## src/sv/bdphc_pkg.sv

```systemverilog
`timescale 1ns / 1ps
// Shared types and constants for the two-button debounce and press classifier.
// Used by bdphc_debounce and button_debounce_press_hold_classifier.
package bdphc_pkg;

  localparam int unsigned DebounceW = 8;
  localparam int unsigned HoldW     = 16;
  localparam int unsigned CfgAddrW  = 2;
  localparam int unsigned CfgDataW  = 16;

  localparam logic [DebounceW-1:0] DebounceRst = 8'd2;
  localparam logic [HoldW-1:0]     HoldRst     = 16'd250;
  localparam logic                 ActiveRst   = 1'b0;

  typedef enum logic [CfgAddrW-1:0] {
    REG_DEBOUNCE_TICKS = 2'd0,
    REG_HOLD_TICKS     = 2'd1,
    REG_ACTIVE_LEVEL   = 2'd2
  } cfg_idx_e;

  // Result of one debounce step for one button
  typedef struct packed {
    logic flip;    // new stable level accepted this tick
    logic stable;  // stable pressed state after this tick
  } deb_t;

endpackage

```

## src/sv/bdphc_debounce.sv

```systemverilog
`timescale 1ns / 1ps
// Debounce filter for one button: stable level plus disagreement counter.
// Depends on bdphc_pkg for widths and the deb_t result struct.
module bdphc_debounce (
  input  logic                             clk_i,
  input  logic                             rst_ni,
  input  logic                             en_i,
  input  logic                             raw_i,
  input  logic                             force_i,
  input  logic [bdphc_pkg::DebounceW-1:0]  ticks_i,
  output bdphc_pkg::deb_t                  res_o
);

  logic                            stable_q, stable_d;
  logic [bdphc_pkg::DebounceW-1:0] count_q, count_d;
  logic                            stable_pre;
  logic [bdphc_pkg::DebounceW-1:0] count_inc;

  // first tick after reset: a pressed button starts out stable pressed
  assign stable_pre = force_i | stable_q;
  assign count_inc  = (&count_q) ? count_q : count_q + 1'b1;

  always_comb begin
    stable_d   = stable_pre;
    count_d    = count_inc;
    res_o.flip = 1'b0;
    if (raw_i == stable_pre) begin
      count_d = '0;
    end else if (count_inc >= ticks_i) begin
      stable_d   = raw_i;
      count_d    = '0;
      res_o.flip = 1'b1;
    end
    res_o.stable = stable_d;
  end

  always_ff @(posedge clk_i or negedge rst_ni) begin
    if (!rst_ni) begin
      stable_q <= 1'b0;
      count_q  <= '0;
    end else if (en_i) begin
      stable_q <= stable_d;
      count_q  <= count_d;
    end
  end

endmodule

```

## src/sv/button_debounce_press_hold_classifier.sv

```systemverilog
`timescale 1ns / 1ps
// Two-button debounce and short-press / long-hold / press-edge classifier.
// Depends on bdphc_pkg and bdphc_debounce.
//
// Usage:
//   Each slave-side word is one poll tick carrying the raw pin levels of the
//   setup and mute buttons. Every tick yields exactly one master-side word with
//   the event flags and the debounced pressed states after that tick.
//   The button state advances in the cycle the word is accepted; the result
//   sits in an output register and shows up on the master side in the next cycle.
//   One word per cycle is sustained: s_axis_tready stays high while the output
//   register is empty or being drained in the same cycle.
//   When the receiver stalls, the result holds in the output register and
//   s_axis_tready drops until it is taken; no tick is lost.
//   Reset clears the output register and puts both buttons released and armed,
//   with registers at debounce 2 ticks, hold 250 ticks, active-low pins.
//   The first tick after reset takes a pressed button as stable and disarmed,
//   so its first release only re-arms it.
//   Configuration writes take effect on the next accepted tick; write only
//   while no tick is in flight.
module button_debounce_press_hold_classifier #(
  parameter int unsigned HOLD_COUNT_BITS = 16
) (
  input  logic                            clk_i,
  input  logic                            rst_ni,
  input  logic                            cfg_we_i,
  input  logic [bdphc_pkg::CfgAddrW-1:0]  cfg_addr_i,
  input  logic [bdphc_pkg::CfgDataW-1:0]  cfg_wdata_i,
  input  logic                            s_axis_tvalid,
  output logic                            s_axis_tready,
  // [0] setup_level, [1] mute_level, [7:2] zero
  input  logic [7:0]                      s_axis_tdata,
  output logic                            m_axis_tvalid,
  input  logic                            m_axis_tready,
  // [0] setup_short_press, [1] setup_long_hold, [2] mute_press,
  // [3] setup_pressed, [4] mute_pressed, [7:5] zero
  output logic [7:0]                      m_axis_tdata
);

  localparam int unsigned CmpW = (HOLD_COUNT_BITS > bdphc_pkg::HoldW) ?
                                 HOLD_COUNT_BITS : bdphc_pkg::HoldW;

  // configuration registers
  logic [bdphc_pkg::DebounceW-1:0] debounce_ticks_q;
  logic [bdphc_pkg::HoldW-1:0]     hold_ticks_q;
  logic                            active_level_q;

  always_ff @(posedge clk_i or negedge rst_ni) begin
    if (!rst_ni) begin
      debounce_ticks_q <= bdphc_pkg::DebounceRst;
      hold_ticks_q     <= bdphc_pkg::HoldRst;
      active_level_q   <= bdphc_pkg::ActiveRst;
    end else if (cfg_we_i) begin
      unique case (bdphc_pkg::cfg_idx_e'(cfg_addr_i))
        bdphc_pkg::REG_DEBOUNCE_TICKS:
          debounce_ticks_q <= cfg_wdata_i[bdphc_pkg::DebounceW-1:0];
        bdphc_pkg::REG_HOLD_TICKS:
          hold_ticks_q <= cfg_wdata_i[bdphc_pkg::HoldW-1:0];
        bdphc_pkg::REG_ACTIVE_LEVEL:
          active_level_q <= cfg_wdata_i[0];
        default: ;
      endcase
    end
  end

  // handshake and output register
  logic       accept;
  logic       out_valid_q;
  logic [4:0] out_data_q, out_data_d;

  assign s_axis_tready = !out_valid_q || m_axis_tready;
  assign accept        = s_axis_tvalid && s_axis_tready;
  assign m_axis_tvalid = out_valid_q;
  assign m_axis_tdata  = {3'b000, out_data_q};

  always_ff @(posedge clk_i or negedge rst_ni) begin
    if (!rst_ni) begin
      out_valid_q <= 1'b0;
    end else if (s_axis_tready) begin
      out_valid_q <= s_axis_tvalid;
    end
  end

  always_ff @(posedge clk_i) begin
    if (accept) begin
      out_data_q <= out_data_d;
    end
  end

  // button state
  logic                       started_q;
  logic                       setup_armed_q, setup_armed_d;
  logic                       setup_done_q, setup_done_d;
  logic [HOLD_COUNT_BITS-1:0] setup_held_q, setup_held_d;
  logic                       mute_armed_q, mute_armed_d;

  logic setup_raw, mute_raw;
  logic setup_force, mute_force;
  logic setup_armed_pre, mute_armed_pre;
  bdphc_pkg::deb_t setup_deb, mute_deb;

  logic [HOLD_COUNT_BITS-1:0] held_base;
  logic                       done_base;
  logic                       short_press, long_hold, mute_press;

  assign setup_raw  = (s_axis_tdata[0] == active_level_q);
  assign mute_raw   = (s_axis_tdata[1] == active_level_q);
  assign setup_force = !started_q && setup_raw;
  assign mute_force  = !started_q && mute_raw;
  assign setup_armed_pre = setup_armed_q && !setup_force;
  assign mute_armed_pre  = mute_armed_q && !mute_force;

  bdphc_debounce u_setup_deb (
    .clk_i   (clk_i),
    .rst_ni  (rst_ni),
    .en_i    (accept),
    .raw_i   (setup_raw),
    .force_i (setup_force),
    .ticks_i (debounce_ticks_q),
    .res_o   (setup_deb)
  );

  bdphc_debounce u_mute_deb (
    .clk_i   (clk_i),
    .rst_ni  (rst_ni),
    .en_i    (accept),
    .raw_i   (mute_raw),
    .force_i (mute_force),
    .ticks_i (debounce_ticks_q),
    .res_o   (mute_deb)
  );

  // setup: any accepted level change re-arms and restarts the hold
  always_comb begin
    short_press   = setup_deb.flip && !setup_deb.stable && setup_armed_pre &&
                    !setup_done_q;
    setup_armed_d = setup_armed_pre || setup_deb.flip;
    held_base     = setup_deb.flip ? '0 : setup_held_q;
    done_base     = setup_deb.flip ? 1'b0 : setup_done_q;
    setup_held_d  = held_base;
    setup_done_d  = done_base;
    long_hold     = 1'b0;
    if (setup_deb.stable && setup_armed_d) begin
      if (!(&held_base)) begin
        setup_held_d = held_base + 1'b1;
      end
      if (!done_base &&
          (CmpW'(setup_held_d) >= CmpW'(hold_ticks_q))) begin
        setup_done_d = 1'b1;
        long_hold    = 1'b1;
      end
    end
  end

  // mute: press edge reports only when armed
  assign mute_press   = mute_deb.flip && mute_deb.stable && mute_armed_pre;
  assign mute_armed_d = mute_armed_pre || mute_deb.flip;

  assign out_data_d = {mute_deb.stable, setup_deb.stable, mute_press, long_hold,
                       short_press};

  always_ff @(posedge clk_i or negedge rst_ni) begin
    if (!rst_ni) begin
      started_q     <= 1'b0;
      setup_armed_q <= 1'b1;
      setup_done_q  <= 1'b0;
      setup_held_q  <= '0;
      mute_armed_q  <= 1'b1;
    end else if (accept) begin
      started_q     <= 1'b1;
      setup_armed_q <= setup_armed_d;
      setup_done_q  <= setup_done_d;
      setup_held_q  <= setup_held_d;
      mute_armed_q  <= mute_armed_d;
    end
  end

endmodule

```

## config.mk

```make
export PLATFORM = sky130hd
export DESIGN_NAME = button_debounce_press_hold_classifier
export DESIGN_NICKNAME = d
export VERILOG_FILES = /design/src/sv/bdphc_pkg.sv /design/src/sv/bdphc_debounce.sv /design/src/sv/button_debounce_press_hold_classifier.sv
export SDC_FILE = /design/constraint.sdc
export NUM_CORES = 1
export LEC_CHECK = 0
export BUFFER_PORTS_ARGS = -buffer_cell sky130_fd_sc_hd__buf_4
export CELL_PAD_IN_SITES_DETAIL_PLACEMENT = 1
export CELL_PAD_IN_SITES_GLOBAL_PLACEMENT = 1
export CORE_ASPECT_RATIO = 1.2
export CORE_MARGIN = 2
export CORE_UTILIZATION = 51
export CTS_CLUSTER_DIAMETER = 100
export DETAILED_ROUTE_END_ITERATION = 12
export PLACE_DENSITY_LB_ADDON = 0.1
export RECOVER_POWER = 100
export SLEW_MARGIN = 30
export SYNTH_ARGS = -nofsm -noshare
export SYNTH_HDL_FRONTEND = slang
export SYNTH_SLANG_ARGS = --single-unit
```

## constraint.sdc

```tcl
create_clock -name clk_i -period 15.3 [get_ports clk_i]
set_input_delay 2.295 -clock clk_i [delete_from_list [all_inputs] [get_ports clk_i]]
set_output_delay 2.295 -clock clk_i [all_outputs]
set_load 0.05 [all_outputs]
```

==> flow_summary.yaml <==
clocking:
  cts_resized: 0
  clk_path_buf_depth: 2
  cts_sinks: 69
  cts_root_buf: "clkbuf_8"
  post-cts-setup-buffers: 0
  clkLatencyLatePin_ns: 0.35
  cts.clk_slew.worst_paths_ns: 0.07
  holdBufCountCts: 0
  cts_tree: "done"
  htree_levels: 3
  cts-buffers-inserted: 9
die:
  initial_core_util_pct: 52.5
  dieArea_um2: 9600
  die_y_um: 107
  rows: 37
  boundaryPins: 41
  core_um2: 8560
  die_x_um: 89.8
synthesis:
  synth-seq-cells: 69
  ys.flop_type: "dfrtp_1"
  synth_cell_types: 66
  synth_edf_count: 5
  synthArstFlopShare_pct: 92.8
  postSynthCellCount: 460
  syn-cell-area_um2: 4500
  ys_seq_area_share_pct: 39.2
  ys_warn_count: 0
  avgSynthCellArea_um2: 9.78
worst_setup_path:
  r2r-end: "out_data_q[1]"
  reg2regPathDepth: 24
  cp_max_fo: 12
  arrival_ns: 7.70
  start_kind: "flop"
  required_ns: 15.36
  crit-reg2reg-launch: "u_setup_deb.count_q[0]"
  rrSetupSlack_ns: 7.66
  endpoint_kind: "flop"
  crit_type: "flop to flop"
cells_and_area:
  fin_area_um2: 4890
  finalCoreUtilization_pct: 57.1
  final_nets: 549
  antennaDiodeCount: 0
  synthToLayoutAreaGrowth_pct: 8.62
  fillers: 989
  drive_gt1_share_pct: 14.1
route:
  totalWireLength_um: 11200
  viasPerCell: 5.99
  num_vias: 3621
  drt-wirelength-per-cell_um: 18.5
  route.detailed.drc: 0
  ant_nets: 0
  dr.pass1.iters: 4
  drtIter0Drc: 122
timing:
  relSlewSlack_pct: -136
  grt_setup_unrepaired: "no"
  post-route-min-period_ns: 7.64
  fmax_mhz: 131
  finalMaxSlewViolations: 107
  skew_ns: 0.00866
  tightest_slew_ns: 3.54
  finalSetupTns_ns: 0
  finalSetupViolCount: 0
  post-route-period-util_pct: 49.9
  fin_ws_ns: 7.66
  hold_violations: 0
min_path:
  hold_path.class: "flop to flop"
  hold_end: "setup_armed_q"
  hold_path_startpoint: "setup_armed_q"
  holdPathStages: 2
pwr:
  design_power_total_mw: 0.561
  ir_drop_v: 0.0000788
  powerDensity_nw_per_um2: 115
  leakagePower_nw: 2.23
job:
  cap_violations: 2
global_routing:
  first_global_vias: 3873
  gr-total-overflow: 0
  grt_pass1_wl_um: 18800
  antenna_found_initial: 0
  track_usage_pct: 24.6
  grt_max_degree: 65
place:
  pre_cts_slack_ns: 8.27
  place_area_um2: 4780
  portBuffers: 31
  hpwlAfterDp_um: 8300
  gp_congestion: 0.818
run_status:
  outcome: "finished with violations"
  violations: "capacitance limit, slew limit"
[final cells by class]
type	count	area (um^2)	share of cell area, %
flip-flops and latches	69	1760	36.1
clock buffers	14	143	2.92
multi-input cells	342	2490	50.9
clock inverters	2	35.0	0.717
well taps	117	146	2.99
repair buffers	34	210	4.30
inverters	27	101	2.07
[power by group]
group | internal [mW] | switching [mW] | total, mW
clock | 0.0755 | 0.0668 | 0.142
sequential | 0.215 | 0.0236 | 0.238
combinational | 0.0723 | 0.108 | 0.180
total | 0.362 | 0.198 | 0.561
[Yosys cell counts (all sizes together) (3+ instances only)]
library cell	instances	share of area, %
xnor2	9	2.2
nand4	9	1.3
xor2	13	2.5
dfstp	9	5.3
nor4	6	0.97
a31oi	4	0.56
nand2	38	3.2
dfrtp	55	31
edfxtp	5	3.3
a21oi	12	1.3
o311ai	11	2.1
or2	4	0.56
nor3	8	1.0
and2	3	0.42
o31ai	14	2.3
a21o	11	1.8
mux2	22	5.5
a22o	9	1.8
nor2b	3	0.42
o21ai	25	2.8
nor2	22	1.8
nand3	16	1.8
and3	8	1.1
mux2i	3	0.67
buf	11	1.8
inv	26	2.2
nand2b	11	1.5
o21a	7	1.2
o22ai	3	0.42
clkbuf	13	1.1
ha	35	9.7
[cells by family (layout without fill, tap and decap cells)]
group	after synthesis	in the layout	share of synthesized area (%)
buffers and inverters	51	77	5.14
XOR/XNOR	22	22	4.70
flip-flops	69	69	39.2
AO/OA/AOI/OAI	117	117	18.7
other	1	3	0.0833
adder cells (fa/ha/maj)	35	35	9.73
multiplexers	25	25	6.17
AND/OR/NAND/NOR	140	140	16.3
[worst max-delay path by stage]
| stage | start | cells after the start | slack (ns) | end |
|---|---|---|---|---|
| floorplan | s_axis_tdata[0] | 22 | 9.02 | out_data_q[1] |
| global placement | s_axis_tdata[0] | 20 | 8.37 | out_data_q[1] |
| detailed placement | s_axis_tdata[0] | 20 | 8.27 | out_data_q[1] |
| CTS | u_setup_deb.count_q[0] | 24 | 8.49 | out_data_q[1] |
| global route | u_setup_deb.count_q[0] | 24 | 7.18 | out_data_q[1] |
| finish | u_setup_deb.count_q[0] | 24 | 7.66 | out_data_q[1] |
[registers in the layout, summed over array words and instances (netlist names), 5 cells and up]
| register | count |
|---|---|
| u_setup_deb.count_q | 8 |
| out_data_q | 5 |
| setup_held_q | 16 |
| debounce_ticks_q | 8 |
| u_mute_deb.count_q | 8 |
| hold_ticks_q | 16 |
[cells in the final DEF (no fill, tap or decap), types with 14 or more instances in the layout]
cell,netlist,layout
buf_4,3,21
clkbuf_1,13,17
dfrtp_1,55,55
ha_1,35,35
inv_1,26,26
mux2_2,22,22
nand2_1,38,38
nand3_1,16,16
nor2_1,22,22
o21ai_0,24,24
o31ai_1,14,14
[critical path, stage by stage (launching register included)]
cell       delay (ns)
dfrtp_1          0.44
ha_1             0.30
a41oi_1          0.42
and3_1           0.29
xor2_1           0.19
ha_1             0.25
and3_1           0.18
a221oi_1         0.51
o21a_1           0.48
or2_0            0.51
and2_0           0.21
ha_1             0.32
nand4_1          0.14
nor4_1           0.81
nor3_1           0.26
o2111ai_1        0.32
xor2_1           0.20
nor2_1           0.06
ha_1             0.28
a21o_1           0.18
a21o_1           0.16
a221oi_1         0.27
o21ai_0          0.13
a31oi_1          0.34
a211oi_1         0.09
[metrics by stage]
| stage | instances | hold WS (ns) |
|---|---|---|
| 2_1_floorplan | 462 | 0.451 |
| 3_3_place_gp | 589 | 0.458 |
| 3_5_place_dp | 589 | 0.479 |
| 4_1_cts | 605 | 0.489 |
| 5_1_grt | 605 | 0.502 |
| 6_report | 605 | 0.484 |
[per-layer routing]
| layer | vias to the layer above | track usage (%) | part of all wire (%) | routed length [um] |
|---|---|---|---|---|
| met2 | 30 | 48.6 | 56 | 6320 |
| met4 | 0 | 8.57 | 1.7 | 195 |
| li1 | 1740 | - | - | - |
| met1 | 1836 | 26.6 | 40 | 4460 |
| met5 | - | 0 | 0 | 0 |
| met3 | 15 | 3.87 | 2.0 | 219 |
No activity file was read; power rests on OpenSTA's default activity.
